### config.mk
export PLATFORM = sky130hd
export DESIGN_NAME = touch_finger_event_tracker
export DESIGN_NICKNAME = d
export VERILOG_FILES = /design/src/sv/tfet_pkg.sv /design/src/sv/tfet_queue.sv /design/src/sv/tfet_front.sv /design/src/sv/tfet_back.sv /design/src/sv/touch_finger_event_tracker.sv
export SDC_FILE = /design/constraint.sdc
export NUM_CORES = 2
export LEC_CHECK = 0
export ABC_AREA = 1
export BUFFER_PORTS_ARGS = -buffer_cell sky130_fd_sc_hd__clkbuf_2
export CORE_UTILIZATION = 51
export DETAILED_ROUTE_END_ITERATION = 10
export GPL_ROUTABILITY_DRIVEN = 0
export PLACE_DENSITY = 0.68
export SLEW_MARGIN = 15
export SYNTH_ARGS = -nofsm -noshare
export SYNTH_HDL_FRONTEND = slang
export SYNTH_HIERARCHICAL = 1
export SYNTH_SLANG_ARGS = --single-unit
### constraint.sdc
create_clock -name clk -period 8.5 [get_ports clk]
set_input_delay 1.7 -clock clk [delete_from_list [all_inputs] [get_ports clk]]
set_output_delay 1.7 -clock clk [all_outputs]
set_load 0.05 [all_outputs]
### src/sv/tfet_pkg.sv
// ----------------------------------------------------------------------------
// Touch finger event tracker package
// Shared types and constants for the front end, the queue and the back end.
// ----------------------------------------------------------------------------
`default_nettype none

package tfet_pkg;

	// Event codes carried on event_res.
	localparam logic [1:0] EV_DOWN = 2'd1;
	localparam logic [1:0] EV_MOVE = 2'd2;
	localparam logic [1:0] EV_UP   = 2'd3;

	// Input operation codes.
	localparam logic OP_FINGER = 1'b0;
	localparam logic OP_END    = 1'b1;

	// Fixed-point format of the scale factors.
	localparam int Q_SHIFT = 10;

	// Configuration register indexes.
	localparam logic REG_SCALE_X = 1'b0;
	localparam logic REG_SCALE_Y = 1'b1;

	// Front end states.
	typedef enum logic {
		FE_IDLE,
		FE_WALK
	} fe_state_t;

	// One event waiting to be scaled and delivered.
	typedef struct packed {
		logic [1:0]  ev;
		logic [3:0]  fnum;
		logic [15:0] raw_x;
		logic [15:0] raw_y;
		logic        last;
	} cmd_t;

endpackage

`default_nettype wire

### src/sv/tfet_queue.sv
// ----------------------------------------------------------------------------
// Touch finger event tracker command queue
// Two-entry queue between the front end and the back end.
// ----------------------------------------------------------------------------
`default_nettype none

module tfet_queue (
	input  wire logic          clk,
	input  wire logic          arst_n,
	input  wire logic          push,
	input  wire tfet_pkg::cmd_t push_data,
	output logic               can_push,
	input  wire logic          pop,
	output logic               head_valid,
	output tfet_pkg::cmd_t     head_data
);

	tfet_pkg::cmd_t entry_q [2];
	logic           wr_ptr_q;
	logic           rd_ptr_q;
	logic [1:0]     count_q;

	// Status toward both sides.
	assign can_push   = (count_q != 2'd2);
	assign head_valid = (count_q != 2'd0);
	assign head_data  = entry_q[rd_ptr_q];

	// Entry storage.
	always_ff @(posedge clk) begin
		if (push) begin
			entry_q[wr_ptr_q] <= push_data;
		end
	end

	// Pointers and fill count.
	always_ff @(posedge clk or negedge arst_n) begin
		if (!arst_n) begin
			wr_ptr_q <= 1'b0;
			rd_ptr_q <= 1'b0;
			count_q  <= 2'd0;
		end else begin
			if (push) begin
				wr_ptr_q <= ~wr_ptr_q;
			end
			if (pop) begin
				rd_ptr_q <= ~rd_ptr_q;
			end
			case ({push, pop})
				2'b10:   count_q <= count_q + 2'd1;
				2'b01:   count_q <= count_q - 2'd1;
				default: count_q <= count_q;
			endcase
		end
	end

endmodule

`default_nettype wire

### src/sv/tfet_front.sv
// ----------------------------------------------------------------------------
// Touch finger event tracker front end
// Accepts items, tracks down and seen fingers, and queues one event per in-range
// finger record or one up event per lifted finger of an end-of-report item.
// ----------------------------------------------------------------------------
`default_nettype none

module tfet_front #(
	parameter int FINGER_SLOTS = 5
) (
	input  wire logic           clk,
	input  wire logic           arst_n,
	input  wire logic           item_valid,
	output logic                item_stall,
	input  wire logic           op,
	input  wire logic [7:0]     finger_id,
	input  wire logic [15:0]    raw_x,
	input  wire logic [15:0]    raw_y,
	input  wire logic           can_push,
	output logic                push,
	output tfet_pkg::cmd_t      push_data
);

	localparam int IW = (FINGER_SLOTS > 1) ? $clog2(FINGER_SLOTS) : 1;

	tfet_pkg::fe_state_t     state_q;
	tfet_pkg::fe_state_t     state_d;
	logic [FINGER_SLOTS-1:0] down_q;
	logic [FINGER_SLOTS-1:0] seen_q;
	logic [FINGER_SLOTS-1:0] walk_q;
	logic [FINGER_SLOTS-1:0] down_d;
	logic [FINGER_SLOTS-1:0] seen_d;
	logic [FINGER_SLOTS-1:0] walk_d;
	logic [15:0]             sx_q [FINGER_SLOTS];
	logic [15:0]             sy_q [FINGER_SLOTS];

	logic                    accept;
	logic                    id_ok;
	logic [IW-1:0]           rec_idx;
	logic [FINGER_SLOTS-1:0] rec_bit;
	logic [FINGER_SLOTS-1:0] lift;
	logic [IW-1:0]           walk_idx;
	logic [FINGER_SLOTS-1:0] walk_bit;
	logic                    walk_last;
	logic                    store_en;

	// Decode of the incoming finger record.
	assign accept  = item_valid && !item_stall;
	assign id_ok   = (finger_id < 8'(FINGER_SLOTS));
	assign rec_idx = finger_id[IW-1:0];
	assign rec_bit = FINGER_SLOTS'(1) << rec_idx;
	assign lift    = down_q & ~seen_q;

	// Lowest finger still to be lifted during a walk.
	always_comb begin
		walk_idx = '0;
		for (int i = FINGER_SLOTS - 1; i >= 0; i--) begin
			if (walk_q[i]) begin
				walk_idx = IW'(i);
			end
		end
	end

	assign walk_bit  = FINGER_SLOTS'(1) << walk_idx;
	assign walk_last = ((walk_q & ~walk_bit) == '0);

	// Next state.
	always_comb begin
		state_d = state_q;
		case (state_q)
			tfet_pkg::FE_IDLE: begin
				if (accept && op == tfet_pkg::OP_END && lift != '0) begin
					state_d = tfet_pkg::FE_WALK;
				end
			end
			tfet_pkg::FE_WALK: begin
				if (can_push && walk_last) begin
					state_d = tfet_pkg::FE_IDLE;
				end
			end
			default: state_d = tfet_pkg::FE_IDLE;
		endcase
	end

	// Outputs and mask updates.
	always_comb begin
		item_stall = 1'b1;
		push       = 1'b0;
		push_data  = '0;
		down_d     = down_q;
		seen_d     = seen_q;
		walk_d     = walk_q;
		store_en   = 1'b0;
		case (state_q)
			tfet_pkg::FE_IDLE: begin
				item_stall = !can_push;
				if (accept && op == tfet_pkg::OP_FINGER && id_ok) begin
					push           = 1'b1;
					push_data.ev   = ((down_q & rec_bit) != '0) ? tfet_pkg::EV_MOVE
						: tfet_pkg::EV_DOWN;
					push_data.fnum = finger_id[3:0] + 4'd1;
					push_data.raw_x = raw_x;
					push_data.raw_y = raw_y;
					push_data.last = 1'b1;
					down_d         = down_q | rec_bit;
					seen_d         = seen_q | rec_bit;
					store_en       = 1'b1;
				end else if (accept && op == tfet_pkg::OP_END) begin
					// Lifted fingers leave the down set now; the walk reports them.
					seen_d = '0;
					down_d = down_q & ~lift;
					walk_d = lift;
				end
			end
			tfet_pkg::FE_WALK: begin
				if (can_push) begin
					push            = 1'b1;
					push_data.ev    = tfet_pkg::EV_UP;
					push_data.fnum  = 4'(walk_idx) + 4'd1;
					push_data.raw_x = sx_q[walk_idx];
					push_data.raw_y = sy_q[walk_idx];
					push_data.last  = walk_last;
					walk_d          = walk_q & ~walk_bit;
				end
			end
			default: item_stall = 1'b1;
		endcase
	end

	// Control state.
	always_ff @(posedge clk or negedge arst_n) begin
		if (!arst_n) begin
			state_q <= tfet_pkg::FE_IDLE;
			down_q  <= '0;
			seen_q  <= '0;
			walk_q  <= '0;
		end else begin
			state_q <= state_d;
			down_q  <= down_d;
			seen_q  <= seen_d;
			walk_q  <= walk_d;
		end
	end

	// Stored raw coordinates of each finger.
	always_ff @(posedge clk) begin
		if (store_en) begin
			sx_q[rec_idx] <= raw_x;
			sy_q[rec_idx] <= raw_y;
		end
	end

endmodule

`default_nettype wire

### src/sv/tfet_back.sv
// ----------------------------------------------------------------------------
// Touch finger event tracker back end
// Scales queued events by the Q10 factors, saturates them and holds each
// result in an output register until it is taken.
// ----------------------------------------------------------------------------
`default_nettype none

module tfet_back (
	input  wire logic           clk,
	input  wire logic           arst_n,
	input  wire logic [15:0]    scale_x,
	input  wire logic [15:0]    scale_y,
	input  wire logic           head_valid,
	input  wire tfet_pkg::cmd_t head_data,
	output logic                pop,
	output logic                result_valid,
	input  wire logic           result_stall,
	output logic [1:0]          event_res,
	output logic [3:0]          finger_number,
	output logic [15:0]         x,
	output logic [15:0]         y,
	output logic                last
);

	logic           valid_s1;
	tfet_pkg::cmd_t cmd_s1;
	logic [31:0]    prod_x_s1;
	logic [31:0]    prod_y_s1;
	logic           valid_s2;
	logic           adv2;
	logic           load1;
	logic [21:0]    shx;
	logic [21:0]    shy;

	// Stage advance.
	assign adv2  = !valid_s2 || !result_stall;
	assign load1 = !valid_s1 || adv2;
	assign pop   = head_valid && load1;

	// Q10 shift of the products.
	assign shx = prod_x_s1[31:tfet_pkg::Q_SHIFT];
	assign shy = prod_y_s1[31:tfet_pkg::Q_SHIFT];

	// Valid bits of both stages.
	always_ff @(posedge clk or negedge arst_n) begin
		if (!arst_n) begin
			valid_s1 <= 1'b0;
			valid_s2 <= 1'b0;
		end else begin
			if (load1) begin
				valid_s1 <= head_valid;
			end
			if (adv2) begin
				valid_s2 <= valid_s1;
			end
		end
	end

	// Stage one: multiply raw coordinates by the scale factors.
	always_ff @(posedge clk) begin
		if (pop) begin
			cmd_s1    <= head_data;
			prod_x_s1 <= 32'(head_data.raw_x) * 32'(scale_x);
			prod_y_s1 <= 32'(head_data.raw_y) * 32'(scale_y);
		end
	end

	// Stage two: saturate to 16 bits into the output register.
	always_ff @(posedge clk) begin
		if (adv2 && valid_s1) begin
			event_res     <= cmd_s1.ev;
			finger_number <= cmd_s1.fnum;
			x             <= (shx[21:16] != '0) ? 16'hFFFF : shx[15:0];
			y             <= (shy[21:16] != '0) ? 16'hFFFF : shy[15:0];
			last          <= cmd_s1.last;
		end
	end

	assign result_valid = valid_s2;

endmodule

`default_nettype wire

### src/sv/touch_finger_event_tracker.sv
// ----------------------------------------------------------------------------
// Touch finger event tracker
// Turns touch controller reports into per-finger down, move and up events.
// ----------------------------------------------------------------------------
// A finger record is taken and yields one down or move event; a record whose
// id is at or above FINGER_SLOTS is taken and dropped. After an end-of-report
// item is taken, the front end walks the lifted fingers in increasing id
// order, one up event a cycle while the queue has room, holding off new items
// until the walk ends. A two-entry queue decouples the front end from the back
// end, which multiplies and saturates in two stages; an event passes through
// the queue, the product register and the output register, and results flow
// at one per cycle while result_stall is low. Scale registers sit at byte
// addresses 0 (scale_x) and 4 (scale_y), reset to 1024 (unity in Q10).
// ----------------------------------------------------------------------------
`default_nettype none

module touch_finger_event_tracker #(
	parameter int FINGER_SLOTS = 5
) (
	input  wire logic        clk,
	input  wire logic        arst_n,
	// Configuration port.
	input  wire logic        psel,
	input  wire logic        penable,
	input  wire logic        pwrite,
	input  wire logic [2:0]  paddr,
	input  wire logic [31:0] pwdata,
	output logic      [31:0] prdata,
	output logic             pready,
	// Input items.
	input  wire logic        item_valid,
	output logic             item_stall,
	input  wire logic        op,
	input  wire logic [7:0]  finger_id,
	input  wire logic [15:0] raw_x,
	input  wire logic [15:0] raw_y,
	// Result items.
	output logic             result_valid,
	input  wire logic        result_stall,
	output logic [1:0]       event_res,
	output logic [3:0]       finger_number,
	output logic [15:0]      x,
	output logic [15:0]      y,
	output logic             last
);

	logic [15:0]    scale_x_q;
	logic [15:0]    scale_y_q;
	logic           cfg_wr;
	logic           can_push;
	logic           push;
	tfet_pkg::cmd_t push_data;
	logic           pop;
	logic           head_valid;
	tfet_pkg::cmd_t head_data;

	// Configuration registers.
	assign pready = 1'b1;
	assign cfg_wr = psel && penable && pwrite && pready;

	always_ff @(posedge clk or negedge arst_n) begin
		if (!arst_n) begin
			scale_x_q <= 16'd1024;
			scale_y_q <= 16'd1024;
		end else if (cfg_wr) begin
			case (paddr[2])
				tfet_pkg::REG_SCALE_X: scale_x_q <= pwdata[15:0];
				tfet_pkg::REG_SCALE_Y: scale_y_q <= pwdata[15:0];
				default:               scale_x_q <= scale_x_q;
			endcase
		end
	end

	// Register readback.
	always_comb begin
		case (paddr[2])
			tfet_pkg::REG_SCALE_X: prdata = {16'd0, scale_x_q};
			tfet_pkg::REG_SCALE_Y: prdata = {16'd0, scale_y_q};
			default:               prdata = '0;
		endcase
	end

	// Front end: finger tracking.
	tfet_front #(
		.FINGER_SLOTS(FINGER_SLOTS)
	) u_front (
		.clk        (clk),
		.arst_n     (arst_n),
		.item_valid (item_valid),
		.item_stall (item_stall),
		.op         (op),
		.finger_id  (finger_id),
		.raw_x      (raw_x),
		.raw_y      (raw_y),
		.can_push   (can_push),
		.push       (push),
		.push_data  (push_data)
	);

	// Event queue.
	tfet_queue u_queue (
		.clk        (clk),
		.arst_n     (arst_n),
		.push       (push),
		.push_data  (push_data),
		.can_push   (can_push),
		.pop        (pop),
		.head_valid (head_valid),
		.head_data  (head_data)
	);

	// Back end: scaling and output register.
	tfet_back u_back (
		.clk           (clk),
		.arst_n        (arst_n),
		.scale_x       (scale_x_q),
		.scale_y       (scale_y_q),
		.head_valid    (head_valid),
		.head_data     (head_data),
		.pop           (pop),
		.result_valid  (result_valid),
		.result_stall  (result_stall),
		.event_res     (event_res),
		.finger_number (finger_number),
		.x             (x),
		.y             (y),
		.last          (last)
	);

endmodule

`default_nettype wire

* Word-level counts from Yosys, hierarchy flattened *
Memory sizes are Yosys's and may differ from the RTL's.
Cells that the tools add are included.

cells by class
  add/sub/neg operators = 4
  $mul = 2
  divide/modulo/power cells = 0
  magnitude comparators = 1
  equality and inequality tests = 6
  shift operators = 2
  muxes and demuxes = 31
  bitwise gates (word level) = 14
  reductions and logical operators = 29

operators by type and width
  cell                 count
  $mux 39              2
  $pmux 39 s2          1
  $mul 16x16->32       2
  $pmux 32 s2          1
  $mux 5               7
  $and 5x5->5          4
  $mux 3               5
  $not 5->5            3
  $reduce_bool 6->1    2
  $logic_and 1x1->1    10
  $mux 1               10
  $or 5x5->5           2
  $pmux 5 s2           1
  $reduce_bool 5->1    2
  $shl 1x3->5 const A  2
  $lt 8x3->1 const B   1
  $reduce_and 2->1     3
  $reduce_bool 2->1    3
  $logic_not 1->1      5
  $logic_not 5->1      1
  $not 1->1            5
  $add 3x1->4 const B  1
  $add 4x1->4 const B  1
  $ne 2x1->1 const B   2
  other kinds (10)     13

word-level totals
  register bits after elaboration = 164
  bits in latches = 0
  bits in writable memories = 238
  ROM bits = 0
  output and inout bits = 74
  logic and storage cells = 113
  memories kept = 3

memory list
  name             words  width  read ports  clocked after memory_dff  wr ports  line              source
  u_front.sx_q     5      16     1           0                         1         tfet_front.sv:34  logic [15:0] sx_q [FINGER_SLOTS];
  u_front.sy_q     5      16     1           0                         1         tfet_front.sv:35  logic [15:0] sy_q [FINGER_SLOTS];
  u_queue.entry_q  2      39     1           0                         1         tfet_queue.sv:18  tfet_pkg::cmd_t entry_q [2];

* Logic depth before layout (Yosys ltp) *
  depth after elaboration = 12
  depth in mapped cells = 29

* Modules after synthesis *
Netlist, hierarchy kept.

by module, submodules not included
  module                      instances  cells an instance  area each (sq um)
  tfet_back                   1          2677               21006.4
  tfet_front                  1          781                7937.6
  tfet_queue                  1          228                3114.2
  touch_finger_event_tracker  1          213                1630.3

* Least setup slack after synthesis *
No wires, ideal clock.

  path kind = input -> register
  start point = input port finger_id[0]
  end point = memory u_front.sx_q[1][0], enable pin
  setup time = 0.502 ns
  data arrival time = 5.455 ns
  slack = 2.543 ns
  stages on the path = 6
  path buffers = 0
  cell sequence = inv_1 ha_1 o21ai_1 nor2_2 nand2_2 nor4_1

between the ends
  cells in the longest elaborated chain, start to end = 6

RTL lines
  element                       line                              source
  from (decl)                   touch_finger_event_tracker.sv:34  input wire logic [7:0] finger_id,
  $lt 8x3->1                    tfet_front.sv:49                  assign id_ok = (finger_id < 8'(FINGER_SLOTS));
  $logic_and 1x1->1             tfet_front.sv:97                  if (accept && op == tfet_pkg::OP_FINGER && id_ok) begin
  $mux 1                        tfet_front.sv:97
  $mux 1                        tfet_front.sv:94                  case (state_q)
  $mux 1                        tfet_front.sv:147                 if (store_en) begin
  $mux 1 (not written as such)  tfet_front.sv:148                 sx_q[rec_idx] <= raw_x;
  to (decl)                     tfet_front.sv:34

Parallel ways exist; a longest one is shown, timed or not.

==> run summary <==
The run finished with clean final reports. In this run the clock root is driven by a clkbuf_16. The run gives 0.237 as the total routing usage reported by global routing. The startpoint identified for the worst register-to-register timing path is u_queue/rd_ptr_q.

Synthesis inferred 382 register bits. The most numerous cell on the critical path is fa_1. The total wirelength of the detailed-routed design came out at 75900 microns. The area added between synthesis and finish works out to 7.73%. At the pin with the least slew margin, the transition time is 1.06 ns. After synthesis, the most frequently instantiated cells are nand2_1 (1174), inv_1 (859), fa_1 (386). In this run the horizontal extent of the chip is 259 microns. The critical path is of the register to register type. After detailed routing, the average wire length per cell comes to 15.8 microns. The clock net in this run drives a total of 382 sinks. The met3 track utilization from global routing came out at 0.0469.

For this run, the number of Yosys warnings is 6. Of all cell types, the one taking the most synthesized area is edfxtp_1. The synthesized-area fraction occupied by xor and xnor cells came out at 0.00728.

In the post-synthesis netlist, the cell with the most instances is nand2_1. The share of the synthesized area in the top cell type came out at 0.292. Counting flops with a built-in enable in the synthesized netlist gives 328. The via density per instance came out at 5.11.

Of all nets on the critical path, the largest fanout is 48. The count of cells along the worst hold path works out to 0. The max-slew violation total from the final report was 0; the total half-perimeter wirelength after legalization and detailed placement was 55900 microns. Global-route track usage on met1: 0.328.

Global routing finished with a remaining overflow of 0. TritonCTS built the clock tree. The routing layer with the top usage in global route was met2. The count of input and output buffers is 121. The fraction of layout cells with a size suffix above 1 was 0.0733; the cts-stage hold buffer count was 0.

The critical path goes through buf_4 > o21ai_2 > nand2_1 > fa_1 > fa_1 > inv_1 > fa_1 > fa_1 > fa_1 > inv_1 > fa_1 > inv_1 > ha_1 > a21oi_1 > o21ai_0 > a21oi_1 > nor2_1 > nor2_1 > nand2_1 > nand2_1 > nand2_1. Averaged over all synthesized cells, the footprint is 8.64 sq um. In this run the worst hold path is classified as register to register.

Summing every instance area after synthesis gives 33700 sq um. Setup violations remaining at the end of the flow were counted as 0. For the total negative slack for setup checks, the log shows 0 ns. For the effective utilization at floorplan, the log shows 0.520.

The wire length of the first global-routing pass was 126000 microns; the critical path depth in cells was 21. The sort of element at the start of the critical path is a register. The tools report the number of max-cap violations as 0. I/O pin total: 157. For the worst setup path, the data arrival time is 7.35 ns. Among all flip-flop cells after synthesis, the most frequent one is edfxtp_1. Synthesis instantiated 42 different standard cells from the library. In this design, the largest share of critical-path delay is due to adder cells. The logs give 3899 for the number of instances in the synthesized netlist and 0 for the number of gates resized after cts. The count of final hold-check violations was 0; the number of violations reported at the end of detailed-routing iteration 0 was 1906. Adder-cell share of the synthesized area: 0.308.

Setup repair after global routing left no endpoint under its margin. The register clock-pin slew on the reported worst setup and hold paths works out to 0.06 ns. The clock passes through at most 3 buffers.

The number of cells on the worst reg-to-reg path was 21; the placeable core region was 64800 sq um. STA classifies the critical path endpoint as a register. TritonCTS created 42 clock buffers. The most critical setup path has its startpoint at u_queue/rd_ptr_q.

The via count of the first global-routing pass was 24700; the height of the die was 259 microns. The multiplexer fraction of the synthesized cell area is 0. Share of synthesized registers carrying an async set or reset: 0.141. In the routed design, unresolved DRC markers number 0.

The part of the cycle the worst path needs works out to 0.823. The tools report the number of nets with antenna violations after detailed routing as 0. The worst hold path startpoint is u_back/cmd_s1[37].

For the worst setup path, the data required time is 8.86 ns. The pre-antenna-repair detailed-routing pass consisted of 6 iterations. For the internal reg-to-reg setup slack, the log shows 1.50 ns. Clock skew on the completed layout was measured at 0.0321 ns. The dominant combinational cell family by area after synthesis was adder cells. The H-tree generated during clock tree synthesis spans 2 levels. The headroom to the max-slew limit is 0.288. The maximum clock rate is 0.143 GHz.

At the later pin of the worst-skew pair, clock insertion delay measures 0.61 ns. In the post-synthesis netlist, the biggest area contributors are edfxtp_1 (29%), fa_1 (23%), nand2_1 (13%), inv_1 (9.6%), ha_1 (7.9%). Once the clock tree was built, the setup fixing pass inserted 0 buffers. The number of nets in the layout was 4602; the longest individual stage delay on the worst path was 0.83 ns. Together, buffers and inverters on the worst path number 4. For the finished layout, the period the worst path requires is 7.00 ns. The post-synthesis share of cell area spent on and, or, nand and nor gates works out to 0.194.

For the sequential area share after synthesis, the log shows 0.333. The initialized floorplan defines 93 standard-cell rows. The post-synthesis compound-gate area fraction was 0.0310; the number of antenna violations at the first check in global routing was 8. Entering global routing, the biggest net connects 66 pins. Area enclosed by the die boundary: 67100 sq um. For this block, the via count after detailed routing is 24600.

The routing usage on met2 is 0.379. The slowest cell on the critical path was o21ai_2.
==> layer usage <==
| layer | vias to the layer above | part of all wire |
|---|---|---|
| met4 | 16 | 0.020 |
| met2 | 764 | 0.46 |
| met5 | - | 0.0027 |
| met3 | 118 | 0.078 |
| li1 | 11800 | - |
| met1 | 11900 | 0.44 |
==> cells by family (layout without fill, tap and decap cells) <==
logic type	Yosys count	in the layout
xor gates and xnor gates	28	28
other	2	19
and+or+nand+nor	1621	1621
adders and majority gates	598	598
AOI/OAI and AO/OA	195	195
DFF	382	382
buffers and inverters	1073	1114
==> worst reg2reg max path, stage by stage (launching register included) <==
cell,delay [ns]
dfrtp_2,0.70
buf_4,0.39
o21ai_2,0.84
nand2_1,0.18
fa_1,0.53
fa_1,0.56
inv_1,0.05
fa_1,0.49
fa_1,0.51
fa_1,0.50
inv_1,0.05
fa_1,0.47
inv_1,0.04
ha_1,0.35
a21oi_1,0.28
o21ai_0,0.17
a21oi_1,0.25
nor2_1,0.08
nor2_1,0.12
nand2_1,0.07
nand2_1,0.06
nand2_1,0.05
==> worst paths after layout <==
| check | endpoint |
|---|---|
| max reg2reg | u_back/prod_y_s1[29] |
| min reg2reg | u_back/event_res[0] |
| min | u_back/event_res[0] |
| max | u_back/prod_y_s1[29] |
| max in group asynchronous | u_queue/rd_ptr_q |
| min in group asynchronous | u_front/down_q[2] |
==> through the flow <==
step	utilization	std cells	cell area (sq um)	setup WS, ns	hold slack [ns]
2_1_floorplan	-	3914	33700	2.54	0.400
3_3_place_gp	0.537	4732	34800	1.61	0.404
3_5_place_dp	0.537	4732	34800	1.59	0.416
4_1_cts	0.560	4810	36300	1.57	0.429
5_1_grt	0.560	4810	36300	1.04	0.439
6_report	0.560	4812	36300	1.50	0.427
==> registers in the layout (all words and copies together) (netlist names) <==
register	count
u_back/valid_s1	1
scale_x_q	16
u_queue/rd_ptr_q	1
u_front/sy_q	80
u_back/finger_number	4
u_back/last	1
u_queue/count_q	2
u_back/y	16
u_back/cmd_s1	7
u_front/sx_q	80
u_front/walk_q	5
u_front/down_q	5
u_queue/entry_q	78
scale_y_q	16
u_back/x	16
u_back/prod_x_s1	22
u_front/seen_q	5
u_back/result_valid	1
u_back/event_res	2
u_back/prod_y_s1	22
u_front/state_q	1
u_queue/wr_ptr_q	1
==> cell type report <==
class                   instances  area [sq um]
well taps                     855          1070
clock buffers                  60          1220
fillers                      5841         28500
flip-flops and latches        382         11200
diodes                          2          5.00
clock inverters                18           245
repair buffers                165           936
multi-input cells            2459         18300
inverters                     871          3270
==> cell usage in the layout, fill, tap and decap left out, types with 9 or more instances in the layout <==
cell       Yosys  routed
nand2_2       12      12
clkbuf_2       1     120
xor2_1        23      23
clkbuf_16      0      43
o21ai_0       75      52
inv_2         11      12
nor2_1       167     165
dfrtp_1       52      51
nand2_1     1174    1174
fa_1         386     386
a21oi_1       80      80
clkbuf_1     127       9
edfxtp_1     328     328
nor3_1        20      17
inv_1        859     858
o21ai_2        4      12
buf_4         26      44
ha_1         212     212
conb_1         2      17
o21ai_1       13      28
nand3_1      225     224
Power is not shown: default switching activity piles up to over one toggle a cycle in this logic, so the estimate is an artifact.
